<file path="config.mk">
export PLATFORM = sky130hd
export DESIGN_NAME = crc8_write_frame_builder
export DESIGN_NICKNAME = d
export VERILOG_FILES = /design/src/rtl/crc8wfb_pkg.sv /design/src/rtl/crc8_write_frame_builder.sv /design/src/rtl/crc8wfb_frame_mux.sv
export SDC_FILE = /design/constraint.sdc
export NUM_CORES = 1
export LEC_CHECK = 0
export ABC_CLOCK_PERIOD_IN_PS = 10000
export BUFFER_PORTS_ARGS = -buffer_cell sky130_fd_sc_hd__buf_4
export CORE_ASPECT_RATIO = 2
export CORE_MARGIN = 3
export CORE_UTILIZATION = 62
export CTS_CLUSTER_SIZE = 16
export DETAILED_ROUTE_END_ITERATION = 6
export PLACE_DENSITY = 0.9
export SLEW_MARGIN = 30
export SYNTH_ARGS = -nofsm -noshare
export SYNTH_HDL_FRONTEND = slang
export SYNTH_SLANG_ARGS = --single-unit
</file>
<file path="constraint.sdc">
create_clock -name clk -period 10 [get_ports clk]
set_clock_uncertainty 0.05 [all_clocks]
set_input_delay 1 -clock clk [delete_from_list [all_inputs] [get_ports clk]]
set_output_delay 1 -clock clk [all_outputs]
set_load 0.05 [all_outputs]
</file>
<file path="src/rtl/crc8wfb_pkg.sv">
// crc8wfb_pkg: constants, types and the crc-8 update for the write frame builder
// no dependencies; used by crc8wfb_frame_mux and crc8_write_frame_builder

package crc8wfb_pkg;

    // frame constants
    localparam logic [7:0] FRAME_START      = 8'h53;
    localparam logic [7:0] FRAME_END        = 8'h45;
    localparam logic [7:0] FRAME_MODE_WRITE = 8'h02;
    localparam logic [7:0] FRAME_SUBINDEX   = 8'h00;
    localparam logic [7:0] FRAME_LEN_SHORT  = 8'h09;  // base length 7 plus two data bytes
    localparam logic [7:0] FRAME_LEN_WIDE   = 8'h0B;  // base length 7 plus four data bytes
    localparam logic [7:0] CRC_POLY         = 8'hD5;
    localparam logic [7:0] CRC_INIT         = 8'hFF;
    localparam logic [7:0] NODE_ADDR_RESET  = 8'h01;

    // byte positions within a frame
    localparam logic [3:0] POS_START     = 4'd0;
    localparam logic [3:0] POS_LEN       = 4'd1;
    localparam logic [3:0] POS_NODE      = 4'd2;
    localparam logic [3:0] POS_MODE      = 4'd3;
    localparam logic [3:0] POS_IDX_LO    = 4'd4;
    localparam logic [3:0] POS_IDX_HI    = 4'd5;
    localparam logic [3:0] POS_SUB       = 4'd6;
    localparam logic [3:0] POS_DATA0     = 4'd7;
    localparam logic [3:0] POS_DATA1     = 4'd8;
    localparam logic [3:0] POS_DATA2     = 4'd9;
    localparam logic [3:0] POS_DATA3     = 4'd10;
    localparam logic [3:0] POS_CRC_SHORT = 4'd9;
    localparam logic [3:0] POS_CRC_WIDE  = 4'd11;
    localparam logic [3:0] POS_END_WIDE  = 4'd12;

    // held write request
    typedef struct packed {
        logic [15:0] object_index;
        logic [31:0] data_value;
        logic        wide_data;
    } write_req_t;

    // what the frame mux hands back for the current position
    typedef struct packed {
        logic [7:0] data;
        logic       last;
        logic [7:0] crc_next;
    } frame_out_t;

    // reflected crc-8, one byte
    function automatic logic [7:0] crc8_update(input logic [7:0] crc, input logic [7:0] b);
        logic [7:0] v;
        v = crc ^ b;
        for (int k = 0; k < 8; k++)
        begin
            if (v[0])
            begin
                v = (v >> 1) ^ CRC_POLY;
            end
            else
            begin
                v = v >> 1;
            end
        end
        return v;
    endfunction

endpackage

</file>
<file path="src/rtl/crc8_write_frame_builder.sv">
// a taken item passes request register, frame engine, then the output register
// throughput: one byte per cycle while m_tready is high, set by the single output
//   byte register; frames of 11 (short) or 13 (wide) bytes go back to back, no gap
// a one-deep request register accepts the next item while a frame is being sent
// reset: rst_n asynchronous active low; clears handshake state, node_address to 1
// depends on crc8wfb_pkg and crc8wfb_frame_mux

module crc8_write_frame_builder
(
    input  logic        clk,
    input  logic        rst_n,

    // configuration: node_address
    input  logic        cfg_we,
    input  logic [7:0]  cfg_wdata,

    // request items
    input  logic        s_tvalid,
    output logic        s_tready,
    input  logic [47:0] s_tdata,    // [15:0] object_index, [47:16] data_value
    input  logic        s_tuser,    // [0] wide_data

    // frame byte items
    output logic        m_tvalid,
    input  logic        m_tready,
    output logic [7:0]  m_tdata,    // [7:0] frame_byte
    output logic        m_tlast     // last_byte
);

    // node address register
    logic [7:0] node_addr_reg;

    // request holding register (skid between input and frame engine)
    logic                     req_valid_reg;
    logic                     req_valid_next;
    crc8wfb_pkg::write_req_t  req_reg;
    crc8wfb_pkg::write_req_t  req_next;

    // frame engine state
    logic                     frm_active_reg;
    logic                     frm_active_next;
    logic [3:0]               pos_reg;
    logic [3:0]               pos_next;
    logic [7:0]               crc_reg;
    logic [7:0]               crc_next;
    crc8wfb_pkg::write_req_t  frm_req_reg;
    crc8wfb_pkg::write_req_t  frm_req_next;

    // output byte register
    logic                     out_valid_reg;
    logic                     out_valid_next;
    logic [7:0]               out_data_reg;
    logic [7:0]               out_data_next;
    logic                     out_last_reg;
    logic                     out_last_next;

    crc8wfb_pkg::frame_out_t  sel;
    logic                     emit;
    logic                     frame_done;
    logic                     load;

    // byte selection and crc step for the current position
    crc8wfb_frame_mux u_frame_mux
    (
        .pos          (pos_reg),
        .req          (frm_req_reg),
        .node_address (node_addr_reg),
        .crc          (crc_reg),
        .result       (sel)
    );

    // a byte moves into the output register when it is empty or being drained
    assign emit       = frm_active_reg && (!out_valid_reg || m_tready);
    assign frame_done = emit && sel.last;
    // next request starts as soon as the end byte leaves the engine
    assign load       = req_valid_reg && (!frm_active_reg || frame_done);
    assign s_tready   = !req_valid_reg || load;

    // request register
    always_comb
    begin
        req_valid_next = req_valid_reg;
        req_next       = req_reg;
        if (s_tready)
        begin
            req_valid_next = s_tvalid;
            if (s_tvalid)
            begin
                req_next.object_index = s_tdata[15:0];
                req_next.data_value   = s_tdata[47:16];
                req_next.wide_data    = s_tuser;
            end
        end
    end

    // frame engine
    always_comb
    begin
        frm_active_next = frm_active_reg;
        pos_next        = pos_reg;
        crc_next        = crc_reg;
        frm_req_next    = frm_req_reg;
        if (load)
        begin
            frm_active_next = 1'b1;
            pos_next        = crc8wfb_pkg::POS_START;
            crc_next        = crc8wfb_pkg::CRC_INIT;
            frm_req_next    = req_reg;
        end
        else if (emit)
        begin
            pos_next = pos_reg + 4'd1;
            crc_next = sel.crc_next;
            if (sel.last)
            begin
                frm_active_next = 1'b0;
                pos_next        = crc8wfb_pkg::POS_START;
                crc_next        = crc8wfb_pkg::CRC_INIT;
            end
        end
    end

    // output register
    always_comb
    begin
        out_valid_next = out_valid_reg;
        out_data_next  = out_data_reg;
        out_last_next  = out_last_reg;
        if (emit)
        begin
            out_valid_next = 1'b1;
            out_data_next  = sel.data;
            out_last_next  = sel.last;
        end
        else if (m_tready)
        begin
            out_valid_next = 1'b0;
        end
    end

    always_ff @(posedge clk or negedge rst_n)
    begin
        if (!rst_n)
        begin
            node_addr_reg  <= crc8wfb_pkg::NODE_ADDR_RESET;
            req_valid_reg  <= 1'b0;
            frm_active_reg <= 1'b0;
            pos_reg        <= crc8wfb_pkg::POS_START;
            crc_reg        <= crc8wfb_pkg::CRC_INIT;
            out_valid_reg  <= 1'b0;
            out_last_reg   <= 1'b0;
        end
        else
        begin
            if (cfg_we)
            begin
                node_addr_reg <= cfg_wdata;
            end
            req_valid_reg  <= req_valid_next;
            frm_active_reg <= frm_active_next;
            pos_reg        <= pos_next;
            crc_reg        <= crc_next;
            out_valid_reg  <= out_valid_next;
            out_last_reg   <= out_last_next;
        end
    end

    // payload registers, no reset
    always_ff @(posedge clk)
    begin
        req_reg      <= req_next;
        frm_req_reg  <= frm_req_next;
        out_data_reg <= out_data_next;
    end

    assign m_tvalid = out_valid_reg;
    assign m_tdata  = out_data_reg;
    assign m_tlast  = out_last_reg;

`ifndef SYNTHESIS
    // the end-of-frame flag only ever marks the end byte
    a_last_is_end: assert property (@(posedge clk) disable iff (!rst_n)
        (m_tvalid && m_tlast) |-> (m_tdata == crc8wfb_pkg::FRAME_END))
        else $error("tlast on a byte other than the end byte");

    // position never runs past the end of a wide frame
    a_pos_range: assert property (@(posedge clk) disable iff (!rst_n)
        pos_reg <= crc8wfb_pkg::POS_END_WIDE)
        else $error("frame position out of range");

    // every frame starts with a fresh crc
    a_crc_fresh: assert property (@(posedge clk) disable iff (!rst_n)
        (frm_active_reg && (pos_reg == crc8wfb_pkg::POS_START))
            |-> (crc_reg == crc8wfb_pkg::CRC_INIT))
        else $error("crc not reset at frame start");

    // a byte sent from the start position is always the frame start byte
    a_start_after_load: assert property (@(posedge clk) disable iff (!rst_n)
        (emit && (pos_reg == crc8wfb_pkg::POS_START)) |-> (sel.data == crc8wfb_pkg::FRAME_START))
        else $error("frame start byte wrong");
`endif

endmodule

</file>
<file path="src/rtl/crc8wfb_frame_mux.sv">
// crc8wfb_frame_mux: selects the frame byte for a position and advances the crc
// depends on crc8wfb_pkg

module crc8wfb_frame_mux
(
    input  logic [3:0]               pos,
    input  crc8wfb_pkg::write_req_t  req,
    input  logic [7:0]               node_address,
    input  logic [7:0]               crc,
    output crc8wfb_pkg::frame_out_t  result
);

    logic [3:0] crc_pos;
    logic [3:0] end_pos;
    logic [7:0] sel_byte;
    logic       covered;

    assign crc_pos = req.wide_data ? crc8wfb_pkg::POS_CRC_WIDE : crc8wfb_pkg::POS_CRC_SHORT;
    assign end_pos = crc_pos + 4'd1;

    always_comb
    begin
        sel_byte = 8'h00;
        if (pos == crc_pos)
        begin
            sel_byte = crc;
        end
        else if (pos == end_pos)
        begin
            sel_byte = crc8wfb_pkg::FRAME_END;
        end
        else
        begin
            case (pos)
                crc8wfb_pkg::POS_START:  sel_byte = crc8wfb_pkg::FRAME_START;
                crc8wfb_pkg::POS_LEN:    sel_byte = req.wide_data ? crc8wfb_pkg::FRAME_LEN_WIDE
                                                                  : crc8wfb_pkg::FRAME_LEN_SHORT;
                crc8wfb_pkg::POS_NODE:   sel_byte = node_address;
                crc8wfb_pkg::POS_MODE:   sel_byte = crc8wfb_pkg::FRAME_MODE_WRITE;
                crc8wfb_pkg::POS_IDX_LO: sel_byte = req.object_index[7:0];
                crc8wfb_pkg::POS_IDX_HI: sel_byte = req.object_index[15:8];
                crc8wfb_pkg::POS_SUB:    sel_byte = crc8wfb_pkg::FRAME_SUBINDEX;
                crc8wfb_pkg::POS_DATA0:  sel_byte = req.data_value[7:0];
                crc8wfb_pkg::POS_DATA1:  sel_byte = req.data_value[15:8];
                crc8wfb_pkg::POS_DATA2:  sel_byte = req.data_value[23:16];
                crc8wfb_pkg::POS_DATA3:  sel_byte = req.data_value[31:24];
                default:                 sel_byte = 8'h00;
            endcase
        end
    end

    // crc covers length byte through last data byte
    assign covered = (pos != crc8wfb_pkg::POS_START) && (pos < crc_pos);

    assign result.data     = sel_byte;
    assign result.last     = (pos == end_pos);
    assign result.crc_next = covered ? crc8wfb_pkg::crc8_update(crc, sel_byte) : crc;

endmodule

</file>
* Yosys cells after proc, flatten, opt, wreduce, memory -nomap -nowiden *
Index checks and enable logic that the tools add are counted.
Widths: inputs -> output; s select.

word-level totals
  register bits = 130
  bits of input ports = 62
  output and inout bits = 11
  logic and storage cells = 81

cells by class
  add/subtract/negate cells = 2
  order comparisons = 1
  equality and inequality tests = 11
  mux-type cells = 25
  bitwise gates (word level) = 9
  reduce and logical (&&, ||, !) cells = 19

operator list
  operator             number
  $mux 8               14
  $pmux 8 s10          1
  $not 4->5            8
  $eq 4x3->1 const B   3
  $eq 4x4->1 const B   3
  $mux 4               3
  $add 4x1->4 const B  2
  $eq 4x2->1 const B   2
  $eq 4x4->1           2
  $xor 8x8->8          1
  $reduce_and 2->1     3
  $reduce_bool 2->1    3
  $mux 1               5
  $eq 4x1->1 const B   1
  $logic_and 1x1->1    4
  $logic_not 4->1      1
  $lt 4x4->1           1
  $mux 2               2
  $reduce_bool 4->1    1
  $logic_not 1->1      3
  $logic_or 1x1->1     3
  $reduce_bool 3->1    1

* Depth between registers and ports, before layout *
Gate-level depths: netlist (run 1).

  depth after elaboration = 26
  depth in mapped cells = 14
  mapped depth without buffers = 11

* Cells and area by module *
Synthesis (run 1) repeated with hierarchy kept, for this count alone.

second synthesis, totals
  cell total of the unflattened synthesis = 411
  area, all modules = 5,975.7 um^2

modules (own cells, without submodules)
  module                    instances  cells an instance  area each (um^2)  sequential area each (um^2)
  crc8_write_frame_builder  1          182                4,240.3           3,794.9
  crc8wfb_frame_mux         1          229                1,735.4           0.0

* Worst setup path before layout (run 1) *
Ideal clock, no wire load.

  path type = flip-flop to flip-flop
  start = register pos_reg[1]
  end = register crc_reg[0]
  library setup time = 89 ps
  arrival time = 3,565 ps
  slack = 6,296 ps
  cell stages (with the launch flop) = 12
  clock period less this slack = 3,704 ps
  cell sequence = dfrtp_1 > ha_1 > nor2_1 > and3_1 > nand2_1 > nand2_1 > and2_1 > clkbuf_1 > nand2b_1 > buf_1 > nor2_1 > a211oi_1

between the ends
  longest elaborated chain between the ends = 21

ends and longest elaborated chain
  what                                                         line                             source
  start, declared                                              crc8_write_frame_builder.sv:42   logic [3:0] pos_reg;
  start signal, assigned                                       crc8_write_frame_builder.sv:148  pos_reg <= crc8wfb_pkg::POS_START;
  start signal, assigned                                       crc8_write_frame_builder.sv:161  pos_reg <= pos_next;
  $eq 4x4->1 (tied with other cells)                           crc8wfb_frame_mux.sv:34          case (pos)
  $pmux 8 s10                                                  crc8wfb_frame_mux.sv:34
  $mux 8                                                       crc8wfb_frame_mux.sv:28          else if (pos == end_pos)
  $mux 8                                                       crc8wfb_frame_mux.sv:24          if (pos == crc_pos)
  $xor 8x8->8                                                  crc8wfb_pkg.sv:50                v = crc ^ b;
  $mux 8 / $not 4->5 (equally long branches)                   n/a
  $not 4->5 (no source line) / $mux 8 (equally long branches)  n/a
  $mux 8                                                       crc8wfb_pkg.sv:53                if (v[0])
  [5 not listed]                                               n/a
  $mux 8                                                       crc8wfb_pkg.sv:53
  $mux 8 / $not 4->5 (equally long branches)                   n/a
  $not 4->5 (no source line) / $mux 8 (equally long branches)  n/a
  $mux 8                                                       crc8wfb_pkg.sv:53
  $mux 8                                                       crc8wfb_frame_mux.sv:57          assign result.crc_next = covered ? crc8wfb_pkg::crc8_update(crc, sel_byte) : crc;
  $mux 8                                                       crc8_write_frame_builder.sv:114  if (sel.last)
  $mux 8                                                       crc8_write_frame_builder.sv:110  else if (emit)
  $mux 8                                                       crc8_write_frame_builder.sv:103  if (load)
  end signal, assigned                                         crc8_write_frame_builder.sv:149  crc_reg <= crc8wfb_pkg::CRC_INIT;
  end signal, assigned                                         crc8_write_frame_builder.sv:162  crc_reg <= crc_next;
  end, declared                                                crc8_write_frame_builder.sv:44   logic [7:0] crc_reg;

Parallel ways exist; a longest one is shown, timed or not. The select of a mux whose other input is x is not followed.
A chain may end at the register's enable or synchronous reset.

* Worst setup path in the final report (run 1) *
  start = register pos_reg[0]
  end = register crc_reg[0]

Same word-level chain as after synthesis.

==> results by group, run 1 <==
Min path
  – Hold Crit Class: register to register
  – HP Start: req_reg[39]$_DFFE_PP_

Setup path
  – Critical path launch point type: register
  – Crit end category: register
  – Critical Path Fanout Max: 12
  – Worst endpoint required time: 10.28 ns
  – Worst setup startpoint: pos_reg[0]$_DFFE_PN0P_
  – Crit path kind: register to register
  – Crit path arrival time: 4.21 ns
  – FF-to-FF Start: pos_reg[0]$_DFFE_PN0P_
  – Reg2reg setup slack: 6.07 ns

Synth
  – Post-synth top flop: edfxtp_1
  – Yosys warnings: 0
  – Synth Area in Compound Gates: 0.128
  – Simple-gate area share of the yosys netlist: 0.0858
  – FFs w/ async S/R, synth: 0.185
  – Synth Cell Area: 5510 um^2
  – Synth unique cells: 57
  – Mapped Nets: 455
  – #FFs+latches synth: 130
  – Sequential-to-total area share from yosys stat: 0.689
  – Syn Area/Cell: 14.2 um^2
  – Largest family of logic cells by synthesized area: compound AO/OA/AOI/OAI gates
  – EDFF count, synth: 106
  – Adder-Cell Fraction of Synth Area: 0.0114
  – Xor-xnor portion of the synthesized cell area: 0.0350
  – Post-synthesis mux area share: 0.0291
  – Syn Inst Count: 388

Timing
  – Final Cycle Share: 0.393
  – Fmax: 0.255 GHz
  – Setup TNS: 0 ns
  – WHS: 0.361 ns
  – Final slew viol count: 0
  – Worst-margin pin slew: 0.830 ns
  – RSZ-0062 raised after global routing: false
  – Final setup fails: 0
  – Worst rel slew slack: 0.447
  – Endpoints failing hold: 0
  – Min Tclk post-route: 3.93 ns

Route
  – Post-route antenna net violation count: 0
  – Post-DR vias/cell: 6.53
  – Routed via count: 3735
  – DRT Pass-1 Iters: 7
  – Drc violations: 3
  – Starting DRT DRC Count: 333
  – WL/cell: 23.0 um
  – Detailed Route WL: 13200 um

Floorplanning
  – CORE AREA: 8650 um^2
  – Die ar.: 10100 um^2
  – Die height: 139 um
  – I/O pins: 73
  – Rows: 48
  – Die outline width: 72.7 um
  – Initial core utilization: 0.637

Final layout
  – Commonest non-fill, non-tap cell in the layout: edfxtp_1
  – Most frequent cells in the layout: 106 x edfxtp_1, 73 x buf_4, 26 x nand2_1, 18 x nor2_1, 17 x clkbuf_16
  – Fraction of layout cells with a size suffix above 1: 0.275
  – Area grow syn2layout: 22.7%
  – Nets: 527
  – Ant. Diodes: 0

Power and ir drop
  – Peak VDD IR: 0.212 mV
  – Leak: 2.52 nW
  – Power Density: 374 nW/um^2

Clock network
  – CTS tree: built
  – H-tree depth: 4
  – Clock Tree Root: clkbuf_16
  – Clock buffer depth: 2
  – Number of hold buffers added after cts: 0
  – Clock-pin slew on the worst setup and hold paths: 0.06 ns
  – Post-CTS setup buffer count: 0
  – # resized after CTS: 0
  – CTS sink count: 130
  – Num CTS Buffers: 17
  – Worst skew pair latency: 0.42 ns

Run status
  – Run status: finished, violations left
  – Failing checks: design-rule violations

Run
  – Max Cap Viol: 0

Global route
  – Global route overflow: 0
  – Vias in the first global route: 3879
  – First-pass GRT wire length: 20400 um
  – Global Route Usage Sum: 0.279
  – Initial antenna violation count: 0
  – Largest net degree at the start of global routing: 55

Placement
  – Port Buffers: 72
  – Final GP Congestion: 0.954
  – Final HPWL DP: 8170 um
==> critical path, cell delays in order (launching register included) <==
cell       delay, ns
dfrtp_1         0.47
inv_1           0.14
ha_1            0.48
nor2b_1         0.60
a2bb2oi_1       0.17
o211ai_1        0.50
mux2i_1         0.48
xnor2_1         0.18
a21bo_2         0.26
a21oi_1         0.18
nor4b_1         0.08
a211oi_1        0.23
==> final timing paths <==
kind                                         endpoint  cells after the start
max                            crc_reg[0]$_DFFE_PN1P_                     11
min                         frm_req_reg[39]$_DFFE_PP_                      0
max reg2reg                    crc_reg[0]$_DFFE_PN1P_                     11
min reg2reg                 frm_req_reg[39]$_DFFE_PP_                      0
max in group asynchronous      crc_reg[4]$_DFFE_PN1P_                      1
min in group asynchronous  frm_active_reg$_DFFE_PN0P_                      1
==> cell families after synthesis <==
family | Yosys count
adders and majority gates | 5
buffers and inverters | 28
DFF | 130
AOI/OAI and AO/OA | 93
xor gates and xnor gates | 22
and+or+nand+nor | 95
muxes | 15
==> power breakdown <==
group | total [mW] | switching, mW | internal, mW | leakage [nW]
Combinational | 1.08 | 0.626 | 0.451 | 0.975
Sequential | 0.759 | 0.0782 | 0.681 | 1.23
Clock | 0.696 | 0.230 | 0.466 | 0.317
Total | 2.53 | 0.934 | 1.60 | 2.52
==> metal layers <==
layer | vias to the layer above | part of all wire | track usage
met3 | 80 | 0.058 | 0.0766
met1 | 1795 | 0.33 | 0.290
li1 | 1636 | - | -
met4 | 0 | 0.073 | 0.195
met5 | - | 0 | 0
met2 | 224 | 0.54 | 0.469
==> layout make-up <==
class	instances	area, um^2
clock buffers	17	425
clock inverters	14	234
fillers	474	1890
inverters	8	30.0
multi-input cells	230	1610
flip-flops and latches	130	3790
well taps	100	125
repair buffers	73	548
==> synthesized netlist by cell type, types with 3 or more instances <==
| cell type | n | area share |
|---|---|---|
| o211ai_1 | 3 | 0.0041 |
| a211o_1 | 3 | 0.0048 |
| mux2_2 | 8 | 0.016 |
| nand2_1 | 26 | 0.018 |
| buf_2 | 8 | 0.0073 |
| nand2b_1 | 13 | 0.015 |
| a31oi_1 | 3 | 0.0034 |
| dfrtp_1 | 15 | 0.068 |
| o22ai_1 | 6 | 0.0068 |
| dfstp_2 | 9 | 0.043 |
| nor3b_1 | 3 | 0.0041 |
| nand3_1 | 12 | 0.011 |
| a211oi_1 | 3 | 0.0041 |
| clkbuf_1 | 8 | 0.0054 |
| mux2i_1 | 7 | 0.013 |
| or2_2 | 4 | 0.0045 |
| xor2_1 | 8 | 0.013 |
| a222oi_1 | 7 | 0.013 |
| a2bb2oi_1 | 3 | 0.0048 |
| inv_1 | 7 | 0.0048 |
| a21oi_1 | 14 | 0.013 |
| nor3_1 | 6 | 0.0054 |
| a21o_1 | 3 | 0.0041 |
| edfxtp_1 | 106 | 0.58 |
| nor2_1 | 18 | 0.012 |
| o22a_1 | 8 | 0.013 |
| ha_1 | 5 | 0.011 |
| a22oi_1 | 9 | 0.012 |
| buf_1 | 3 | 0.0020 |
| o21ai_0 | 11 | 0.010 |
| xnor2_1 | 14 | 0.022 |
==> metrics by stage <==
stage	utilization	instances	worst slack [ns]	instance area (um^2)	power, mW
floorplan	-	388	6.30	5510	1.57
global placement	0.705	541	6.42	6090	1.74
detailed placement	0.705	541	6.26	6090	1.79
CTS	0.781	572	6.22	6750	2.50
global route	0.782	572	5.90	6760	2.64
finish	0.782	572	6.07	6760	2.53
Note: power is estimated with default switching activity, not from simulation.
==> run 2: changes to the inputs <==
--- a/config.mk
+++ b/config.mk
@@ -5,14 +5,15 @@
 export SDC_FILE = /design/constraint.sdc
 export NUM_CORES = 1
 export LEC_CHECK = 0
-export ABC_CLOCK_PERIOD_IN_PS = 10000
+export ABC_AREA = 1
+export ABC_CLOCK_PERIOD_IN_PS = 3200
 export BUFFER_PORTS_ARGS = -buffer_cell sky130_fd_sc_hd__buf_4
 export CORE_ASPECT_RATIO = 2
 export CORE_MARGIN = 3
-export CORE_UTILIZATION = 62
+export CORE_UTILIZATION = 52
 export CTS_CLUSTER_SIZE = 16
 export DETAILED_ROUTE_END_ITERATION = 6
-export PLACE_DENSITY = 0.9
+export PLACE_DENSITY = 0.81
 export SLEW_MARGIN = 30
 export SYNTH_ARGS = -nofsm -noshare
 export SYNTH_HDL_FRONTEND = slang
==> constraint.sdc (replaced) <==
create_clock -name clk -period 3.2 [get_ports clk]
set_clock_uncertainty 0.05 [all_clocks]
set_input_delay 0.32 -clock clk [delete_from_list [all_inputs] [get_ports clk]]
set_output_delay 0.32 -clock clk [all_outputs]
set_load 0.05 [all_outputs]
==> results by group, run 2 <==
Synth
  – Synth unique cells: 34 (-40%)
  – Xor-xnor portion of the synthesized cell area: 0.00742 (-0.0275)
  – Synth top area cells: edfxtp_1 56%, nand2_1 8.0%, dfrtp_1 6.5%, dfstp_2 4.1%, nand3_1 4.1%
  – Post-synth top area share: 0.555 (-0.0224)
  – Synth Area in Compound Gates: 0.0251 (-0.103)
  – Largest family of logic cells by synthesized area: simple AND/OR/NAND/NOR gates
  – Simple-gate area share of the yosys netlist: 0.218 (+0.132)
  – Synth area leader: edfxtp_1
  – Post-synth top flop: edfxtp_1
  – Most common library cells after synthesis: 122 x nand2_1, 106 x edfxtp_1, 50 x inv_1
  – Post-synthesis mux area share: 0.0157 (-0.0133)
  – Syn Area/Cell: 11.4 um^2 (-20%)
  – Yosys warnings: 0 (unchanged)
  – EDFF count, synth: 106 (unchanged)
  – Sequential-to-total area share from yosys stat: 0.662 (-0.0267)
  – Synth Cell Area: 5730 um^2 (+4.0%)
  – FFs w/ async S/R, synth: 0.185 (unchanged)
  – #FFs+latches synth: 130 (unchanged)
  – Adder-Cell Fraction of Synth Area: 0.0109 (-0.000441)
  – Syn Inst Count: 502 (+29%)
  – Most common cell in the synthesized netlist: nand2_1
  – Mapped Nets: 569 (+25%)

Setup path
  – Crit path arrival time: 3.28 ns (-0.93 ns)
  – Crit end category: register
  – Cell family with most CP delay: simple AND/OR/NAND/NOR gates
  – Critical path buffers and inverters: 4 (+3)
  – Crit path max-delay cell type: dfrtp_1
  – Worst endpoint required time: 3.50 ns (-6.78 ns)
  – Critical Path Fanout Max: 9 (-3)
  – Crit path kind: register to register
  – Reg2reg setup slack: 0.23 ns (-5.84 ns)
  – Worst-path cell chain: buf_4 > ha_1 > buf_4 > nand2_1 > nand2_1 > nor2_1 > nand2_1 > nand3_1 > nand2_2 > nand2_4 > nand2_1 > nand2_1 > nand2_1 > nand2_2 > inv_2 > nand3_1 > nand3_2 > nand2_2 > nand2_1 > nand3_1 > nand2_1 > inv_1
  – Critical path launch point type: register
  – Crit-path most repeated cell: nand2_1
  – Crit path largest cell delay: 0.38 ns (-0.22 ns)

Clock network
  – Post-CTS setup buffer count: 0 (unchanged)
  – H-tree depth: 4 (unchanged)
  – Clock-pin slew on the worst setup and hold paths: 0.06 ns (about the same)
  – Clock buffer depth: 2 (unchanged)
  – Worst skew pair latency: 0.41 ns (about the same)
  – CTS tree: built
  – CTS sink count: 130 (unchanged)
  – Clock Tree Root: clkbuf_16
  – Num CTS Buffers: 17 (unchanged)

Placement
  – DP Area: 6420 um^2 (+5.4%)
  – Final HPWL DP: 8820 um (+8.0%)
  – Final GP Congestion: 0.925 (-3.1%)
  – Port Buffers: 72 (unchanged)

Run
  – Max Cap Viol: 0 (unchanged)

Floorplanning
  – CORE AREA: 10600 um^2 (+23%)
  – Die ar.: 12400 um^2 (+22%)
  – Die height: 155 um (+11%)
  – Initial core utilization: 0.540 (-0.0968)
  – I/O pins: 73 (unchanged)
  – Die outline width: 80.3 um (+10%)
  – Rows: 53 (+10%)

Timing
  – Fmax: 0.336 GHz (+32%)
  – RSZ-0062 raised after global routing: false
  – Min Tclk post-route: 2.97 ns (-0.956 ns)
  – Endpoints failing hold: 0 (unchanged)
  – Final setup fails: 0 (unchanged)
  – Setup TNS: 0 ns (unchanged)
  – Final slew viol count: 0 (unchanged)
  – Worst rel slew slack: 0.629 (+0.182)
  – Final Cycle Share: 0.929 (+0.536)
  – Worst-margin pin slew: 0.556 ns (-0.273 ns)

Final layout
  – Filler cells: 762 (+61%)
  – Fraction of layout cells with a size suffix above 1: 0.295 (+0.0191)
  – Nets: 655 (+24%)
  – Ant. Diodes: 0 (unchanged)
  – Area grow syn2layout: 23.3%
  – Final Core Density: 0.666 (-0.116)
  – Design Area, Final: 7070 um^2 (+4.5%)
  – Most frequent cells in the layout: 121 x nand2_1, 106 x edfxtp_1, 83 x buf_4, 49 x inv_1, 46 x nand3_1
  – Commonest non-fill, non-tap cell in the layout: nand2_1

Global route
  – Largest net degree at the start of global routing: 50 (-9.1%)
  – First-pass GRT wire length: 19000 um (-7.2%)
  – Vias in the first global route: 3944 (+1.7%)
  – Global route overflow: 0 (unchanged)
  – Global Route Usage Sum: 0.209 (-0.0703)
  – Initial antenna violation count: 0 (unchanged)

Route
  – WL/cell: 15.9 um (-31%)
  – DRT Pass-1 Iters: 5 (-2)
  – Post-DR vias/cell: 5.24 (-20%)
  – Starting DRT DRC Count: 224 (-33%)
  – Post-route antenna net violation count: 0 (unchanged)
  – Routed via count: 3867 (+3.5%)
  – Drc violations: 0 (-3)
  – Detailed Route WL: 11800 um (-11%)

Run status
  – Run status: complete, no violations

Min path
  – Hold Crit Class: input pin to register
run 2: through the flow:
step	worst slack [ns]	cells	hold WS (ns)
2_1_floorplan	0.108	502	-0.0256
3_3_place_gp	0.111	705	0.197
3_5_place_dp	0.0313	705	0.203
4_1_cts	0.0189	738	0.0205
5_1_grt	0.0271	738	0.0153
6_report	0.228	738	0.0352
run 2: timing repair:
action,in CTS,in global routing
hold buffers,1,0
endpoints found under the setup margin,0,8
endpoints found under the hold margin,15,0
resized for setup,0,13
run 2: kinds of logic (layout without fill, tap and decap cells):
| kind of cell | count (synthesis) | count (layout) |
|---|---|---|
| compound gates | 26 | 26 |
| xor+xnor | 4 | 4 |
| fa+ha+maj | 5 | 5 |
| buf+inv | 73 | 172 |
| flops | 130 | 130 |
| mux | 8 | 8 |
| simple gates | 256 | 256 |
run 2: layer usage:
metal,vias to the layer above,wire length [um],global-route usage
met5,-,0,0
met4,0,820,0.158
met3,40,451,0.0594
met2,121,6770,0.371
met1,1798,3720,0.191
li1,1908,-,-
run 2: layout make-up:
class	count	area (um^2)	area share
Tap cell	137	171	0.0242
Timing Repair Buffer	85	653	0.0924
Clock buffer	17	425	0.0602
Sequential cell	130	3800	0.537
Inverter	55	218	0.0308
Multi-Input combinational cell	299	1650	0.233
Clock inverter	15	158	0.0223
run 2: path summary, 6_finish.rpt:
| check | from | cells past startpoint | to |
|---|---|---|---|
| hold reg to reg | req_reg[3]$_DFFE_PP_ | 0 | frm_req_reg[3]$_DFFE_PP_ |
| hold / removal | s_tdata[45] | 1 | req_reg[30]$_DFFE_PP_ |
| min in group asynchronous | rst_n | 2 | m_tlast$_DFFE_PN0P_ |
| max in group asynchronous | rst_n | 2 | crc_reg[7]$_DFFE_PN1P_ |
| setup reg to reg | pos_reg[0]$_DFFE_PN0P_ | 22 | crc_reg[0]$_DFFE_PN1P_ |
| setup / recovery | pos_reg[0]$_DFFE_PN0P_ | 22 | crc_reg[0]$_DFFE_PN1P_ |
run 2: worst register-to-register path: stages, from the launching register on:
cell,delay [ns]
dfrtp_1,0.38
buf_4,0.16
ha_1,0.24
buf_4,0.19
nand2_1,0.08
nand2_1,0.06
nor2_1,0.16
nand2_1,0.12
nand3_1,0.12
nand2_2,0.12
nand2_4,0.15
nand2_1,0.07
nand2_1,0.15
nand2_1,0.09
nand2_2,0.11
inv_2,0.07
nand3_1,0.13
nand3_2,0.13
nand2_2,0.11
nand2_1,0.06
nand3_1,0.07
nand2_1,0.05
inv_1,0.05
Power of run 2 is left out: the tool's default activity adds up to more than one toggle a clock period on the data nets, which glitch-free logic cannot reach.
